[config.mk]
export PLATFORM = sky130hd
export DESIGN_NAME = msrt_ram
export DESIGN_NICKNAME = d
export VERILOG_FILES = /design/src/hw/rtl/msrt_pkg.sv /design/src/hw/rtl/msrt_ram.sv
export SDC_FILE = /design/constraint.sdc
export NUM_CORES = 2
export LEC_CHECK = 0
export BUFFER_PORTS_ARGS = -buffer_cell sky130_fd_sc_hd__buf_4
export CORE_MARGIN = 4
export CORE_UTILIZATION = 33
export DETAILED_ROUTE_END_ITERATION = 8
export SLEW_MARGIN = 20
export SYNTH_ARGS = -nofsm -noshare
export SYNTH_HDL_FRONTEND = slang
export SYNTH_SLANG_ARGS = --single-unit
[constraint.sdc]
create_clock -name i_clk -period 3.88 [get_ports i_clk]
set_input_delay 0 -clock i_clk [delete_from_list [all_inputs] [get_ports i_clk]]
set_output_delay 0 -clock i_clk [all_outputs]
set_load 0.01 [all_outputs]
[src/hw/rtl/msrt_pkg.sv]
// ----------------------------------------------------------------------------
// msrt_pkg - shared constants and types of the merge sorter
// Data width, default set size, sequencer state codes and the control bundle
// from the sequencer to the datapath.
// ----------------------------------------------------------------------------
`default_nettype none

package msrt_pkg;

    localparam int DATA_W       = 32;
    localparam int CAPACITY_DEF = 64;

    // sequencer states
    localparam logic [2:0] S_LOAD   = 3'd0;
    localparam logic [2:0] S_MSTART = 3'd1;
    localparam logic [2:0] S_MERGE  = 3'd2;
    localparam logic [2:0] S_OSTART = 3'd3;
    localparam logic [2:0] S_OLOAD  = 3'd4;
    localparam logic [2:0] S_OWAIT  = 3'd5;

    typedef struct packed {
        logic wr0_en;     // write bank 0
        logic wr1_en;     // write bank 1
        logic wr_sel_in;  // write data from the input item, else merge winner
        logic rd_sel;     // bank that holds the current source run
        logic take_left;  // merge winner is the left run head
        logic out_load;   // capture read data into the output register
        logic out_last;   // captured value is the final one of the set
    } t_seq_ctrl;

endpackage

`default_nettype wire

[src/hw/rtl/msrt_ram.sv]
// ----------------------------------------------------------------------------
// msrt_ram - element bank
// One write port, two read ports, read data registered.
// ----------------------------------------------------------------------------
`default_nettype none

module msrt_ram #(
    parameter int DEPTH = msrt_pkg::CAPACITY_DEF,
    parameter int AW    = $clog2(DEPTH)
) (
    input  wire logic                        i_clk,
    input  wire logic                        i_we,
    input  wire logic [AW-1:0]               i_waddr,
    input  wire logic [msrt_pkg::DATA_W-1:0] i_wdata,
    input  wire logic [AW-1:0]               i_raddr_a,
    input  wire logic [AW-1:0]               i_raddr_b,
    output logic      [msrt_pkg::DATA_W-1:0] o_rdata_a,
    output logic      [msrt_pkg::DATA_W-1:0] o_rdata_b
);

    logic [msrt_pkg::DATA_W-1:0] r_mem [DEPTH];

    always_ff @(posedge i_clk) begin
        if (i_we) begin
            r_mem[i_waddr] <= i_wdata;
        end
        o_rdata_a <= r_mem[i_raddr_a];
        o_rdata_b <= r_mem[i_raddr_b];
    end

endmodule

`default_nettype wire

==> flow_summary.json <==
{
  "period_needed_ns": 2.93,
  "grt_pass1_vias": 53300,
  "criticalPathCategory": "in -> reg",
  "whs_path_depth": 3,
  "ys.flop_type": "edfxtp_1",
  "post-cts-setup-buffers": 0,
  "final-instance-count-excl-fill": 8646,
  "synth_area_per_cell_um2": 21.7,
  "cp.required_ns": 4.68,
  "synth.ff_latch_count": 2112,
  "grt_overflow": 0,
  "period_share_pct": 75.4,
  "track_usage_pct": 20.5,
  "cp_top_family": "buffers and inverters",
  "crit_buf_inv": 4,
  "grt_pass1_wl_um": 433000,
  "multi_input_area_um2": 31700,
  "fmax_mhz": 342,
  "placed_cells": 8204,
  "drtAntennaViolNets": 0,
  "routed-wl-met3_um": 30000,
  "initial_core_util_pct": 33.2,
  "powerDensity_nw_per_um2": 456,
  "nets": 4730,
  "post_drt_wl_per_cell_um": 36.1,
  "row_count": 197,
  "die_x_um": 546,
  "place_congestion": 0.807,
  "cp_common_cell": "dlygate4sd3_1",
  "tns_ns": 0,
  "cts_buffer_depth": 3,
  "slew_violations": 0,
  "dr_total_vias": 53000,
  "synth_area_um2": 95700,
  "regArea_um2": 62800,
  "drv_cap": 0,
  "r2r_end": "o_rdata_b[12]$_DFF_P_",
  "cts_tree": "built",
  "yosys-top-cells-count": "2,048 x edfxtp_1, 1,124 x mux4_2, 204 x mux2i_1, 135 x clkbuf_1, 121 x buf_2",
  "r2r_slack_ns": 1.06,
  "drtIter0Drc": 7695,
  "outcome": "complete, no violations",
  "r2r_start": "r_mem[47][12]$_DFFE_PP_",
  "area_growth_pct": 15.1,
  "synth-edff-count": 2048,
  "drc": 0,
  "cp_data_arrival_time_ns": 3.73,
  "switching_share_pct": 23.1,
  "grt_max_degree": 84,
  "finalSetupViolCount": 0,
  "layout-drive-gt1-share_pct": 39.5,
  "hold_path.class": "in -> reg",
  "die_h_um": 546,
  "p_switching_w": 0.0116,
  "clockRootBuffer": "clkbuf_16",
  "hpwl_um": 178000,
  "worstRegToRegCells": 5,
  "ctsResizeCount": 0,
  "m1WireLength_um": 120000,
  "ys_async_sr_fraction_pct": 0,
  "power_frac_seq_pct": 50.7,
  "max_stage_delay_ns": 0.80,
  "power_leakage_nw": 34.1,
  "ys.warnings.count": 0,
  "finalHoldViolCount": 0,
  "holdBufCountCts": 47,
  "skew_ns": 0.0424,
  "crit_path_start_kind": "primary input",
  "clk_pin_slew_ns": 0.07,
  "dieArea_um2": 299000,
  "hold_start": "i_we",
  "report.power.total_w": 0.0502,
  "highest_layer": "met5",
  "wl_met2_um": 149000,
  "internal-power_w": 0.0386,
  "htree_levels": 4,
  "yosysMostFrequentCell": "edfxtp_1",
  "synthTopCellsByArea": "edfxtp_1 64%, mux4_2 26%, mux2i_1 2.1%, dfxtp_1 1.3%, a22oi_1 0.67%",
  "cp_slowest_cell": "nor2b_4",
  "numCtsBuffers": 206,
  "io_pins": 116,
  "viasPerCell": 6.13,
  "post-synth-top-area-cell": "edfxtp_1",
  "cts.sinks": 2112,
  "power.share.clock_pct": 40.8,
  "dr.pass1.iters": 6,
  "syn_nets": 4464,
  "fill_cells": 25700,
  "coreArea_um2": 288000,
  "wirelength_um": 312000,
  "synth_cell_type_count": 38,
  "yosysSeqAreaShare_pct": 65.6,
  "crit_path_end_kind": "flip-flop",
  "max_slew_margin_pct": 18.0,
  "io_buffer_count": 115,
  "tightest_slew_ns": 1.23,
  "syn-instance-count": 4412,
  "cp_cell_sequence": "dlygate4sd3_1 -> buf_6 -> nor2b_4 -> a22oi_1 -> nand2_1 -> o21ai_1 -> dlygate4sd3_1 -> o22ai_1 -> dlygate4sd3_1",
  "peakVddDrop_uv": 386,
  "antenna_found_initial": 32,
  "holdPathEnd": "r_mem[50][6]$_DFFE_PP_",
  "grt_setup_unrepaired": "false",
  "clock_latency_ns": 0.87,
  "combPwrFrac_pct": 8.5,
  "crit_fanout": 37,
  "synth_top_area_share_pct": 64.3
}
worst reg2reg max path, cell delays in order (launching register included):
cell and delay, ns:
edfxtp_1 0.41, mux4_2 0.48, mux4_2 0.50, o22ai_1 0.59, a21oi_1 0.11, dlygate4sd3_1 0.61
flip-flops by register name (all words and copies together) (netlist names):
name and cells:
o_rdata_a 32, o_rdata_b 32, r_mem 2048
area by class of cell:
type | count | area share [%]
timing repair buffer | 405 | 3.73
tap | 3781 | 4.29
clock inverter | 127 | 1.15
clock buffer | 260 | 5.07
antenna | 8 | 0.0182
multi-input combinational | 1952 | 28.7
inverter | 1 | 0.00341
sequential | 2112 | 57.0
metal layers:
| metal | GRT usage [%] | up-vias |
|---|---|---|
| met5 | 0 | - |
| met4 | 7.74 | 8 |
| met3 | 3.99 | 597 |
| met2 | 32.9 | 3235 |
| met1 | 27.8 | 29100 |
| li1 | - | 20100 |
per-stage QoR:
step	utilization [%]	hold slack [ns]	setup WS, ns	cell area, um2
5_1_grt	38.2	0.0647	0.953	110000
6_report	38.2	0.0817	0.954	110000
3_3_place_gp	35.6	0.399	0.766	103000
2_1_floorplan	-	0.0989	0.689	95700
3_5_place_dp	35.6	0.394	0.764	103000
4_1_cts	38.2	0.000329	1.10	110000
worst max-delay path by stage:
stage                             from                     end  slack (ns)  cells past startpoint
after floorplan             i_waddr[3]  r_mem[48][0]$_DFFE_PP_        0.69                      4
after global placement    i_raddr_b[0]    o_rdata_b[4]$_DFF_P_        0.77                      7
after detailed placement  i_raddr_b[1]   o_rdata_b[14]$_DFF_P_        0.76                      8
after CTS                 i_raddr_a[3]    o_rdata_a[5]$_DFF_P_        1.10                      9
after global routing      i_raddr_a[3]    o_rdata_a[5]$_DFF_P_        0.95                      9
final                     i_raddr_a[3]    o_rdata_a[5]$_DFF_P_        0.95                      9
power by group through the flow:
stage | clock (W) | combinational (W) | sequential, W
2_1_floorplan | 0 | 0.00242 | 0.0259
3_3_place_gp | 0 | 0.00421 | 0.0259
3_5_place_dp | 0 | 0.00424 | 0.0259
4_1_cts | 0.0208 | 0.00430 | 0.0254
5_1_grt | 0.0218 | 0.00450 | 0.0254
6_report | 0.0205 | 0.00429 | 0.0254
placed cells by master, fill, tap and decap left out, types with 7 or more instances in the layout:
master / instances
edfxtp_1: 2048
mux4_2: 1124
buf_4: 278
clkbuf_16: 209
mux2i_1: 204
nand2_1: 91
a22oi_1: 85
buf_12: 72
dfxtp_1: 64
nor2_4: 63
a21oi_1: 58
o22ai_1: 56
dlygate4sd3_1: 47
clkinv_2: 38
mux2_2: 36
clkbuf_1: 35
clkinv_1: 33
nor2_1: 31
o21ai_1: 31
o211ai_1: 27
bufinv_16: 20
o21ai_0: 18
o221ai_1: 16
clkbuf_8: 16
nor2b_1: 15
a211oi_1: 15
inv_6: 15
clkinvlp_4: 14
a221oi_1: 13
nand3_1: 9
a32oi_1: 9
o32a_1: 9
diode_2: 8
nand2b_1: 7
cells by family (layout without fill, tap and decap cells):
group,Yosys count,after routing,synth area share [%]
mux,1364,1364,29.0
simple gates,248,248,1.13
other cells,0,8,0
buf+inv,348,793,1.83
flops,2112,2112,65.6
compound gates,340,340,2.39
No activity file was read; power rests on OpenSTA's default activity.
