### src/hw/rtl/msrt_pkg.sv
// ----------------------------------------------------------------------------
// msrt_pkg - shared constants and types of the merge sorter
// Data width, default set size, sequencer state codes and the control bundle
// from the sequencer to the datapath.
// ----------------------------------------------------------------------------
`default_nettype none

package msrt_pkg;

    localparam int DATA_W       = 32;
    localparam int CAPACITY_DEF = 64;

    // sequencer states
    localparam logic [2:0] S_LOAD   = 3'd0;
    localparam logic [2:0] S_MSTART = 3'd1;
    localparam logic [2:0] S_MERGE  = 3'd2;
    localparam logic [2:0] S_OSTART = 3'd3;
    localparam logic [2:0] S_OLOAD  = 3'd4;
    localparam logic [2:0] S_OWAIT  = 3'd5;

    typedef struct packed {
        logic wr0_en;     // write bank 0
        logic wr1_en;     // write bank 1
        logic wr_sel_in;  // write data from the input item, else merge winner
        logic rd_sel;     // bank that holds the current source run
        logic take_left;  // merge winner is the left run head
        logic out_load;   // capture read data into the output register
        logic out_last;   // captured value is the final one of the set
    } t_seq_ctrl;

endpackage

`default_nettype wire

### src/hw/rtl/msrt_seq.sv
// ----------------------------------------------------------------------------
// msrt_seq - load, merge-pass and readout sequencer
// Counts the set in, runs bottom-up merge passes between the banks writing one
// element per cycle save at run-pair starts, then walks the sorted bank out.
// ----------------------------------------------------------------------------
`default_nettype none

module msrt_seq #(
    parameter int CAPACITY = msrt_pkg::CAPACITY_DEF,
    parameter int AW       = $clog2(CAPACITY),
    parameter int CW       = $clog2(CAPACITY + 1)
) (
    input  wire logic                               i_clk,
    input  wire logic                               i_rst_n,
    input  wire logic                               i_in_valid,
    input  wire logic                               i_last,
    input  wire logic                               i_out_take,
    input  wire logic signed [msrt_pkg::DATA_W-1:0] i_src_a,
    input  wire logic signed [msrt_pkg::DATA_W-1:0] i_src_b,
    output logic                                    o_in_ready,
    output msrt_pkg::t_seq_ctrl                     o_ctrl,
    output logic             [AW-1:0]               o_wr_addr,
    output logic             [AW-1:0]               o_rd_addr_a,
    output logic             [AW-1:0]               o_rd_addr_b
);

    logic [2:0]    r_state, n_state;
    logic [CW-1:0] r_cnt,   n_cnt;
    logic [CW-1:0] r_n,     n_n;
    logic [CW:0]   r_width, n_width;
    logic [CW-1:0] r_lo,    n_lo;
    logic [CW-1:0] r_mid,   n_mid;
    logic [CW-1:0] r_hi,    n_hi;
    logic [CW-1:0] r_i,     n_i;
    logic [CW-1:0] r_j,     n_j;
    logic [CW-1:0] r_p,     n_p;
    logic [CW-1:0] r_k,     n_k;
    logic          r_src,   n_src;

    logic [CW-1:0] cnt1;
    logic [CW+1:0] sum_mid;
    logic [CW+1:0] sum_hi;
    logic [CW-1:0] mid_c;
    logic [CW-1:0] hi_c;
    logic [CW:0]   w2;
    logic          take_left;
    logic [CW-1:0] p1;
    logic [CW-1:0] k1;

    always_comb begin
        n_state = r_state;
        n_cnt   = r_cnt;
        n_n     = r_n;
        n_width = r_width;
        n_lo    = r_lo;
        n_mid   = r_mid;
        n_hi    = r_hi;
        n_i     = r_i;
        n_j     = r_j;
        n_p     = r_p;
        n_k     = r_k;
        n_src   = r_src;

        o_in_ready  = 1'b0;
        o_ctrl      = '0;
        o_ctrl.rd_sel = r_src;
        o_wr_addr   = r_p[AW-1:0];
        o_rd_addr_a = r_i[AW-1:0];
        o_rd_addr_b = r_j[AW-1:0];

        cnt1      = r_cnt + CW'(1);
        sum_mid   = {2'b00, r_lo} + {1'b0, r_width};
        sum_hi    = {2'b00, r_lo} + {r_width, 1'b0};
        mid_c     = (sum_mid >= {2'b00, r_n}) ? r_n : sum_mid[CW-1:0];
        hi_c      = (sum_hi  >= {2'b00, r_n}) ? r_n : sum_hi[CW-1:0];
        w2        = {r_width[CW-1:0], 1'b0};
        // left head wins ties, which keeps equal values in arrival order
        take_left = (r_i < r_mid) && ((r_j >= r_hi) || (i_src_a <= i_src_b));
        p1        = r_p + CW'(1);
        k1        = r_k + CW'(1);

        case (r_state)
            msrt_pkg::S_LOAD: begin
                o_in_ready = 1'b1;
                o_wr_addr  = r_cnt[AW-1:0];
                if (i_in_valid) begin
                    o_ctrl.wr0_en    = 1'b1;
                    o_ctrl.wr_sel_in = 1'b1;
                    if (i_last || cnt1 == CW'(CAPACITY)) begin
                        n_n     = cnt1;
                        n_cnt   = '0;
                        n_width = (CW+1)'(1);
                        n_src   = 1'b0;
                        n_lo    = '0;
                        n_k     = '0;
                        n_state = (cnt1 == CW'(1)) ? msrt_pkg::S_OSTART
                                                   : msrt_pkg::S_MSTART;
                    end else begin
                        n_cnt = cnt1;
                    end
                end
            end
            msrt_pkg::S_MSTART: begin
                n_i         = r_lo;
                n_j         = mid_c;
                n_mid       = mid_c;
                n_hi        = hi_c;
                n_p         = r_lo;
                o_rd_addr_a = r_lo[AW-1:0];
                o_rd_addr_b = mid_c[AW-1:0];
                n_state     = msrt_pkg::S_MERGE;
            end
            msrt_pkg::S_MERGE: begin
                o_ctrl.take_left = take_left;
                o_ctrl.wr0_en    = r_src;
                o_ctrl.wr1_en    = ~r_src;
                if (take_left) begin
                    n_i = r_i + CW'(1);
                end else begin
                    n_j = r_j + CW'(1);
                end
                // fetch the next heads now so they are ready next cycle
                o_rd_addr_a = n_i[AW-1:0];
                o_rd_addr_b = n_j[AW-1:0];
                n_p = p1;
                if (p1 == r_hi) begin
                    if (r_hi == r_n) begin
                        n_width = w2;
                        n_src   = ~r_src;
                        n_lo    = '0;
                        n_k     = '0;
                        n_state = (w2 >= {1'b0, r_n}) ? msrt_pkg::S_OSTART
                                                      : msrt_pkg::S_MSTART;
                    end else begin
                        n_lo    = r_hi;
                        n_state = msrt_pkg::S_MSTART;
                    end
                end
            end
            msrt_pkg::S_OSTART: begin
                o_rd_addr_a = r_k[AW-1:0];
                n_state     = msrt_pkg::S_OLOAD;
            end
            msrt_pkg::S_OLOAD: begin
                o_ctrl.out_load = 1'b1;
                o_ctrl.out_last = (k1 == r_n);
                n_state         = msrt_pkg::S_OWAIT;
            end
            msrt_pkg::S_OWAIT: begin
                if (i_out_take) begin
                    if (k1 == r_n) begin
                        n_state = msrt_pkg::S_LOAD;
                    end else begin
                        n_k     = k1;
                        n_state = msrt_pkg::S_OSTART;
                    end
                end
            end
            default: begin
                n_state = msrt_pkg::S_LOAD;
            end
        endcase
    end

    always_ff @(posedge i_clk) begin
        if (!i_rst_n) begin
            r_state <= msrt_pkg::S_LOAD;
            r_cnt   <= '0;
            r_src   <= 1'b0;
        end else begin
            r_state <= n_state;
            r_cnt   <= n_cnt;
            r_src   <= n_src;
        end
    end

    always_ff @(posedge i_clk) begin
        r_n     <= n_n;
        r_width <= n_width;
        r_lo    <= n_lo;
        r_mid   <= n_mid;
        r_hi    <= n_hi;
        r_i     <= n_i;
        r_j     <= n_j;
        r_p     <= n_p;
        r_k     <= n_k;
    end

    a_cnt_bound: assert property (@(posedge i_clk) disable iff (!i_rst_n)
        r_cnt < CW'(CAPACITY))
        else $error("fill count reached capacity without closing the set");

    a_write_in_run: assert property (@(posedge i_clk) disable iff (!i_rst_n)
        r_state == msrt_pkg::S_MERGE |-> r_p < r_hi)
        else $error("merge write pointer ran past its run");

    a_heads_consistent: assert property (@(posedge i_clk) disable iff (!i_rst_n)
        r_state == msrt_pkg::S_MERGE |->
            ({1'b0, r_i} + {1'b0, r_j}) == ({1'b0, r_p} + {1'b0, r_mid}))
        else $error("merge heads do not match the number of items written");

    a_pass_width: assert property (@(posedge i_clk) disable iff (!i_rst_n)
        r_state == msrt_pkg::S_MERGE |-> r_width < {1'b0, r_n})
        else $error("merge pass started with run width not below set size");

    a_out_follows_read: assert property (@(posedge i_clk) disable iff (!i_rst_n)
        r_state == msrt_pkg::S_OLOAD |-> $past(r_state) == msrt_pkg::S_OSTART)
        else $error("output load without a read issued the cycle before");

endmodule

`default_nettype wire

### config.mk
export PLATFORM = sky130hd
export DESIGN_NAME = msrt_seq
export DESIGN_NICKNAME = d
export VERILOG_FILES = /design/src/hw/rtl/msrt_pkg.sv /design/src/hw/rtl/msrt_seq.sv
export SDC_FILE = /design/constraint.sdc
export NUM_CORES = 1
export LEC_CHECK = 0
export ABC_AREA = 1
export BUFFER_PORTS_ARGS = -buffer_cell sky130_fd_sc_hd__buf_2
export CAP_MARGIN = 5
export CORE_ASPECT_RATIO = 0.9
export CORE_UTILIZATION = 45
export DETAILED_ROUTE_END_ITERATION = 6
export HOLD_SLACK_MARGIN = 0.03
export PLACE_DENSITY_LB_ADDON = 0.12
export SYNTH_ARGS = -nofsm -noshare
export SYNTH_HDL_FRONTEND = slang
export SYNTH_SLANG_ARGS = --single-unit
export TNS_END_PERCENT = 5
### constraint.sdc
create_clock -name i_clk -period 12 [get_ports i_clk]
set_input_delay 3.6 -clock i_clk [delete_from_list [all_inputs] [get_ports i_clk]]
set_output_delay 3.6 -clock i_clk [all_outputs]
set_load 0.01 [all_outputs]
==> run_results.csv, run 1 <==
group,metric,value,unit
timing,fin_skew,0.00562,ns
global_routing,met3_usage,3.05,%
final_layout,multi_input_area,3890,sq um
place,hpwl,13300,microns
worst_setup_path,cp.required,8.40,ns
worst_setup_path,critPathArrivalTime,5.57,ns
yosys,synth_nets,1023,
timing,tightest_slew,1.08,ns
final_layout,num_antenna_cells,0,
global_routing,grt_use_met1,33.2,%
place,dp_cells,1145,
timing,worst_hold_slack,0.505,ns
yosys,syn_avg_cell_area,7.71,sq um
final_layout,nNetsFinal,1119,
clocking,cts-root-to-sink-buffers,2,
final_layout,final_cells,1161,
global_routing,grt_start_max_net_pins,37,
worst_setup_path,path_max_fanout,13,
status,outcome,"complete, no violations",
place,routabilityCongestion,0.832,
detailed_routing,drtIter0Drc,365,
clocking,cts_hold_buffers,0,
pwr,p_int,1.02,mW
clocking,post_cts_buffers,0,
detailed_routing,vias,5812,
yosys,synthDistinctLibCells,49,
detailed_routing,ant_nets,0,
clocking,clk-insertion-delay-late,0.33,ns
worst_setup_path,r2r_end,"r_j[2]",
worst_setup_path,r2r-start,"r_width[0]",
yosys,synth_area_leader_cell,"edfxtp_1",
global_routing,use_met2,35.8,%
floorplanning,core_region_area,14300,sq um
detailed_routing,wl,16500,microns
worst_setup_path,end_kind,"output pin",
worst_setup_path,worst_path_most_repeated_cell,"nand2_1",
detailed_routing,first_pass_iters,5,
final_layout,register_area,2140,sq um
detailed_routing,viasPerCell,5.01,
global_routing,grt_pass1_vias,5392,
floorplanning,fp.dieW,130,microns
floorplanning,fp.dieH,118,microns
clocking,cts-root-buf,"clkbuf_16",
flow_run,cap_violations,0,
timing,tns,0,ns
timing,fmax,109,MHz
final_layout,mostFrequentLayoutCells,"nand2_1, inv_1, buf_2",
pwr,pwr-share-clk,14.6,%
timing,setup-violations-final,0,
final_layout,final_common_cell,"nand2_1",
yosys,netlist_instances,867,
worst_setup_path,reg2reg_slack,8.01,ns
global_routing,grt_pass1_wl,27000,microns
clocking,cts_buffers,9,
pwr,power.leakage,3.85,nW
clocking,path_clk_slew,0.06,ns
final_layout,synthToLayoutAreaGrowth,14.2,%
yosys,syn_area,6690,sq um
timing,relSlewSlack,27.8,%
pwr,vdd_drop_max,127,uV
yosys,synth_edf_count,64,
floorplanning,ios,95,
timing,slew_violations,0,
floorplanning,dieArea,15400,sq um
detailed_routing,wl_per_cell,14.2,microns
final_layout,regMostFlops,"r_width",
timing,period_needed,9.17,ns
worst_hold_path,holdPathStages,2,
final_layout,largest_reg_flops,8,
worst_setup_path,cp-start-kind,"input pin",
yosys,ys_ff_latch,75,
final_layout,postLayoutCoreUtil,53.5,%
worst_setup_path,crit_path_top_delay_cell,"ha_1",
worst_setup_path,critical-path-top-delay-family,"simple AND/OR/NAND/NOR gates",
yosys,synthArstFlopShare,0,%
global_routing,busiest_layer,"met2",
worst_setup_path,critical_path_class,"input pin to output pin",
yosys,ys.flop_type,"edfxtp_1",
clocking,cts_tree,"done",
detailed_routing,drc_errors,0,
global_routing,grt_overflow,0,
final_layout,fillers,1445,
timing,rsz0062_at_grt,"no",
worst_hold_path,hp-class,"register to register",
global_routing,grt_use_total,22.7,%
timing,hold_violations,0,
floorplanning,rows,41,
yosys,synth_top_area_share,28.7,%
worst_setup_path,path_cells,"buf_2 > inv_1 > ha_1 > nand2_1 > nor2_2 > inv_1 > nor4_2 > nand2_1 > nand3_1 > nand3_4 > nand2_4 > inv_2 > nor2_2 > nand2_1 > nand3b_1 > buf_2",
pwr,power_density,257,nW/um^2
clocking,h-tree-depth,3,
worst_hold_path,min_from,"r_cnt[6]",
pwr,net-switching-power,0.947,mW
global_routing,grt_antenna_before_repair,0,
worst_setup_path,slowest_delay,0.28,ns
place,port_buffers,94,
yosys,synth.area.top_cells,"edfxtp_1, ha_1, nand2_1",
worst_hold_path,holdPathEnd,"r_cnt[6]",
final_layout,drive_above_1_share,18.0,%
yosys,yosysWarningCount,0,
timing,post-route-period-util,76.4,%
worst_setup_path,rr_worst_depth,16,
clocking,clock-sinks,75,
clocking,ctsResizeCount,0,
worst_setup_path,timing.critical_path.buf_inv,5,
pwr,p_seq_share,27.3,%
pwr,combPwrFrac,58.1,%
floorplanning,start_util,46.9,%
pwr,swShare,48.2,%
yosys,seq_area_frac_synth,32.0,%
[cell families (layout without fill, tap and decap cells)]
| logic type | Yosys count | in the layout | share of synthesized area (%) |
|---|---|---|---|
| xor+xnor | 34 | 34 | 4.57 |
| flops | 75 | 75 | 32.0 |
| fa+ha+maj | 87 | 87 | 16.5 |
| simple gates | 391 | 391 | 26.6 |
| compound gates | 120 | 120 | 10.6 |
| buf+inv | 160 | 261 | 9.71 |
[worst min-delay path, delay by kind of cell, from the launching register on]
family / cells / cell delay (ns)
AO/OA/AOI/OAI: 1 / 0.06
flip-flops: 1 / 0.33
AND/OR/NAND/NOR: 1 / 0.07
[cell usage after synthesis, types with 2 or more instances]
cell type    n
nand2_1    200
inv_1      140
ha_1        85
nor2_1      76
edfxtp_1    64
a21oi_1     45
nand3_1     40
o21ai_0     33
xor2_1      23
nand4_1     19
nand2_2     12
o21ai_2     12
dfxtp_1     11
nand3_2     11
xnor2_1     10
nor2_2       8
nor3_1       8
inv_2        7
o21ai_1      6
o21a_1       5
a21oi_2      4
clkbuf_1     4
a211oi_1     3
a31oi_1      3
nand3b_1     3
or2_2        3
a21o_1       2
and2_1       2
buf_4        2
buf_6        2
clkinv_1     2
fa_1         2
nor3_2       2
nor3b_1      2
o22ai_1      2
[through the flow]
stage	worst slack, ns	area [sq um]	total power, mW
after CTS	2.81	7630	1.97
after floorplan	3.23	6690	1.37
final	2.83	7630	1.97
after detailed placement	2.82	7320	1.68
after global placement	2.84	7320	1.67
after global routing	2.57	7630	2.15
[power by group through the flow]
stage	registers (mW)	logic, mW	clock network, mW
floorplan	0.499	0.874	0
global placement	0.539	1.13	0
detailed placement	0.538	1.14	0
CTS	0.534	1.15	0.291
global route	0.548	1.30	0.302
finish	0.536	1.14	0.287
[cell type report]
class | instances | area share [%]
Inverter | 149 | 7.33
Multi-Input combinational cell | 632 | 51.0
Clock inverter | 5 | 1.02
Sequential cell | 75 | 28.1
Clock buffer | 11 | 3.05
Tap cell | 193 | 3.16
Timing Repair Buffer | 96 | 6.36
[how the worst max path moves through the flow]
stage	start	cells after the start	slack, ns	end
2_1_floorplan	i_src_b[23]	14	3.23	o_rd_addr_b[0]
3_3_place_gp	i_src_a[5]	18	2.84	o_rd_addr_b[1]
3_5_place_dp	i_src_b[23]	16	2.82	o_rd_addr_b[0]
4_1_cts	i_src_b[23]	16	2.81	o_rd_addr_b[0]
5_1_grt	i_src_b[23]	16	2.57	o_rd_addr_b[0]
6_report	i_src_b[23]	16	2.83	o_rd_addr_b[1]
[metal layers]
metal	up-vias	wire (microns)	part of all wire (%)
li1	3044	-	-
met1	2640	8510	51
met2	121	7310	44
met3	7	644	3.9
met4	0	73	0.44
met5	-	0	0
Power figures use the tool's default switching activity.
==> run 2, diff against run 1 <==
- clock period: 12 -> 7.6 ns (I/O delays scaled with it)
==> run_results.csv, run 2 (synthesis gave the netlist of run 1 again) <==
group,metric,value,unit
worst_setup_path,r2r_end,"r_j[2]",
clocking,ctsResizeCount,0,
final_layout,drive_above_1_share,18.2,%
clocking,h-tree-depth,3,
place,routabilityCongestion,0.836,
timing,setup-violations-final,0,
detailed_routing,first_pass_iters,5,
floorplanning,rows,41,
floorplanning,fp.dieW,130,microns
pwr,power.leakage,3.85,nW
pwr,power_density,404,nW/um^2
final_layout,final_common_cell,"nand2_1",
detailed_routing,vias,5837,
place,hpwl,13200,microns
clocking,cts-root-buf,"clkbuf_16",
worst_setup_path,worst_path_most_repeated_cell,"nand2_1",
final_layout,regMostFlops,"r_width",
pwr,power,3.08,mW
timing,tns,0,ns
worst_hold_path,hp-class,"register to register",
worst_hold_path,holdPathStages,2,
timing,fmax,153,MHz
worst_hold_path,min_from,"r_cnt[6]",
floorplanning,ios,95,
worst_setup_path,end_kind,"output pin",
global_routing,grt_start_max_net_pins,37,
worst_setup_path,path_max_fanout,13,
timing,hold_violations,0,
global_routing,grt_pass1_wl,27000,microns
clocking,post_cts_buffers,0,
floorplanning,start_util,46.9,%
global_routing,grt_overflow,0,
timing,period_needed,6.55,ns
detailed_routing,ant_nets,0,
final_layout,nNetsFinal,1120,
clocking,cts_tree,"done",
worst_setup_path,slowest_delay,0.28,ns
timing,post-route-period-util,86.2,%
final_layout,fillers,1453,
detailed_routing,wl_per_cell,14.2,microns
floorplanning,core_region_area,14300,sq um
worst_setup_path,r2r-start,"r_width[0]",
worst_setup_path,rr_worst_depth,16,
floorplanning,dieArea,15400,sq um
timing,fin_skew,0.00558,ns
worst_setup_path,critPathArrivalTime,4.27,ns
worst_setup_path,critical_path_class,"input pin to output pin",
detailed_routing,viasPerCell,5.02,
timing,rsz0062_at_grt,"no",
clocking,clock-sinks,75,
final_layout,mostFrequentLayoutCells,"nand2_1, inv_1, buf_2",
worst_setup_path,crit_path_top_delay_cell,"ha_1",
status,outcome,"complete, no violations",
worst_setup_path,path_cells,"buf_2 > inv_1 > ha_1 > nand2_1 > nor2_2 > inv_1 > nor4_2 > nand2_1 > nand3_1 > nand3_4 > nand2_4 > inv_2 > nor2_2 > nand2_1 > nand3b_1 > buf_2",
floorplanning,fp.dieH,118,microns
detailed_routing,drtIter0Drc,469,
flow_run,cap_violations,0,
clocking,path_clk_slew,0.06,ns
detailed_routing,wl,16500,microns
worst_hold_path,holdPathEnd,"r_cnt[6]",
worst_setup_path,reg2reg_slack,3.67,ns
timing,slew_violations,0,
timing,tightest_slew,1.09,ns
final_layout,num_antenna_cells,0,
clocking,cts_buffers,9,
global_routing,grt_pass1_vias,5429,
clocking,cts_hold_buffers,0,
detailed_routing,drc_errors,0,
place,port_buffers,94,
worst_setup_path,cp-start-kind,"input pin",
pwr,vdd_drop_max,189,uV
global_routing,grt_antenna_before_repair,0,
worst_setup_path,cp.required,5.32,ns
clocking,cts-root-to-sink-buffers,2,
final_layout,synthToLayoutAreaGrowth,14.0,%
final_layout,largest_reg_flops,8,
global_routing,grt_use_total,23.0,%
timing,relSlewSlack,27.1,%
clocking,clk-insertion-delay-late,0.34,ns
-- run 2: cell type report --
| type | instances | area [sq um] | share of cell area (%) |
|---|---|---|---|
| clock buffers | 9 | 225 | 2.95 |
| clock inverters | 7 | 67.6 | 0.886 |
| inverters | 149 | 559 | 7.34 |
| multi-input cells | 632 | 3890 | 51.1 |
| flip-flops and latches | 75 | 2140 | 28.1 |
| well taps | 193 | 241 | 3.17 |
| repair buffers | 97 | 493 | 6.47 |
-- run 2: worst max path at each step --
| stage | startpoint | endpoint | slack, ns | depth (start not counted) |
|---|---|---|---|---|
| finish | i_src_b[23] | o_rd_addr_b[1] | 1.05 | 16 |
| global route | i_src_b[23] | o_rd_addr_b[0] | 0.74 | 16 |
| CTS | i_src_a[5] | o_rd_addr_b[1] | 1.04 | 18 |
| detailed placement | i_src_b[23] | o_rd_addr_b[1] | 1.04 | 16 |
| global placement | i_src_b[7] | o_rd_addr_b[1] | 1.08 | 16 |
| floorplan | i_src_b[23] | o_rd_addr_b[0] | 1.47 | 14 |
-- run 2: layer usage --
metal | part of all wire, % | track usage, %
met5 | 0 | 0
met1 | 50 | 33.6
met4 | 0.86 | 4.60
met2 | 44 | 35.5
met3 | 5.3 | 3.73
-- run 2: where the power goes --
group          internal, mW  leakage, nW  switching, mW
Sequential            0.683        0.693          0.164
Combinational         0.641         3.01           1.16
Clock                 0.253        0.139          0.175
-- run 2: critical path, delay by kind of cell --
kind                     cells  cell delay, ns
AND/OR/NAND/NOR             10            1.35
buffers and inverters        5            0.36
adder cells (fa/ha/maj)      1            0.28
-- run 2: stage by stage --
step	worst slack (ns)	util, %	hold slack [ns]	cell area, sq um	instances
after floorplan	1.47	-	0.481	6690	867
after global placement	1.08	51.4	0.494	7330	1146
after detailed placement	1.04	51.4	0.503	7330	1146
after CTS	1.04	53.5	0.512	7620	1162
after global routing	0.738	53.5	0.523	7620	1162
final	1.05	53.5	0.504	7620	1162
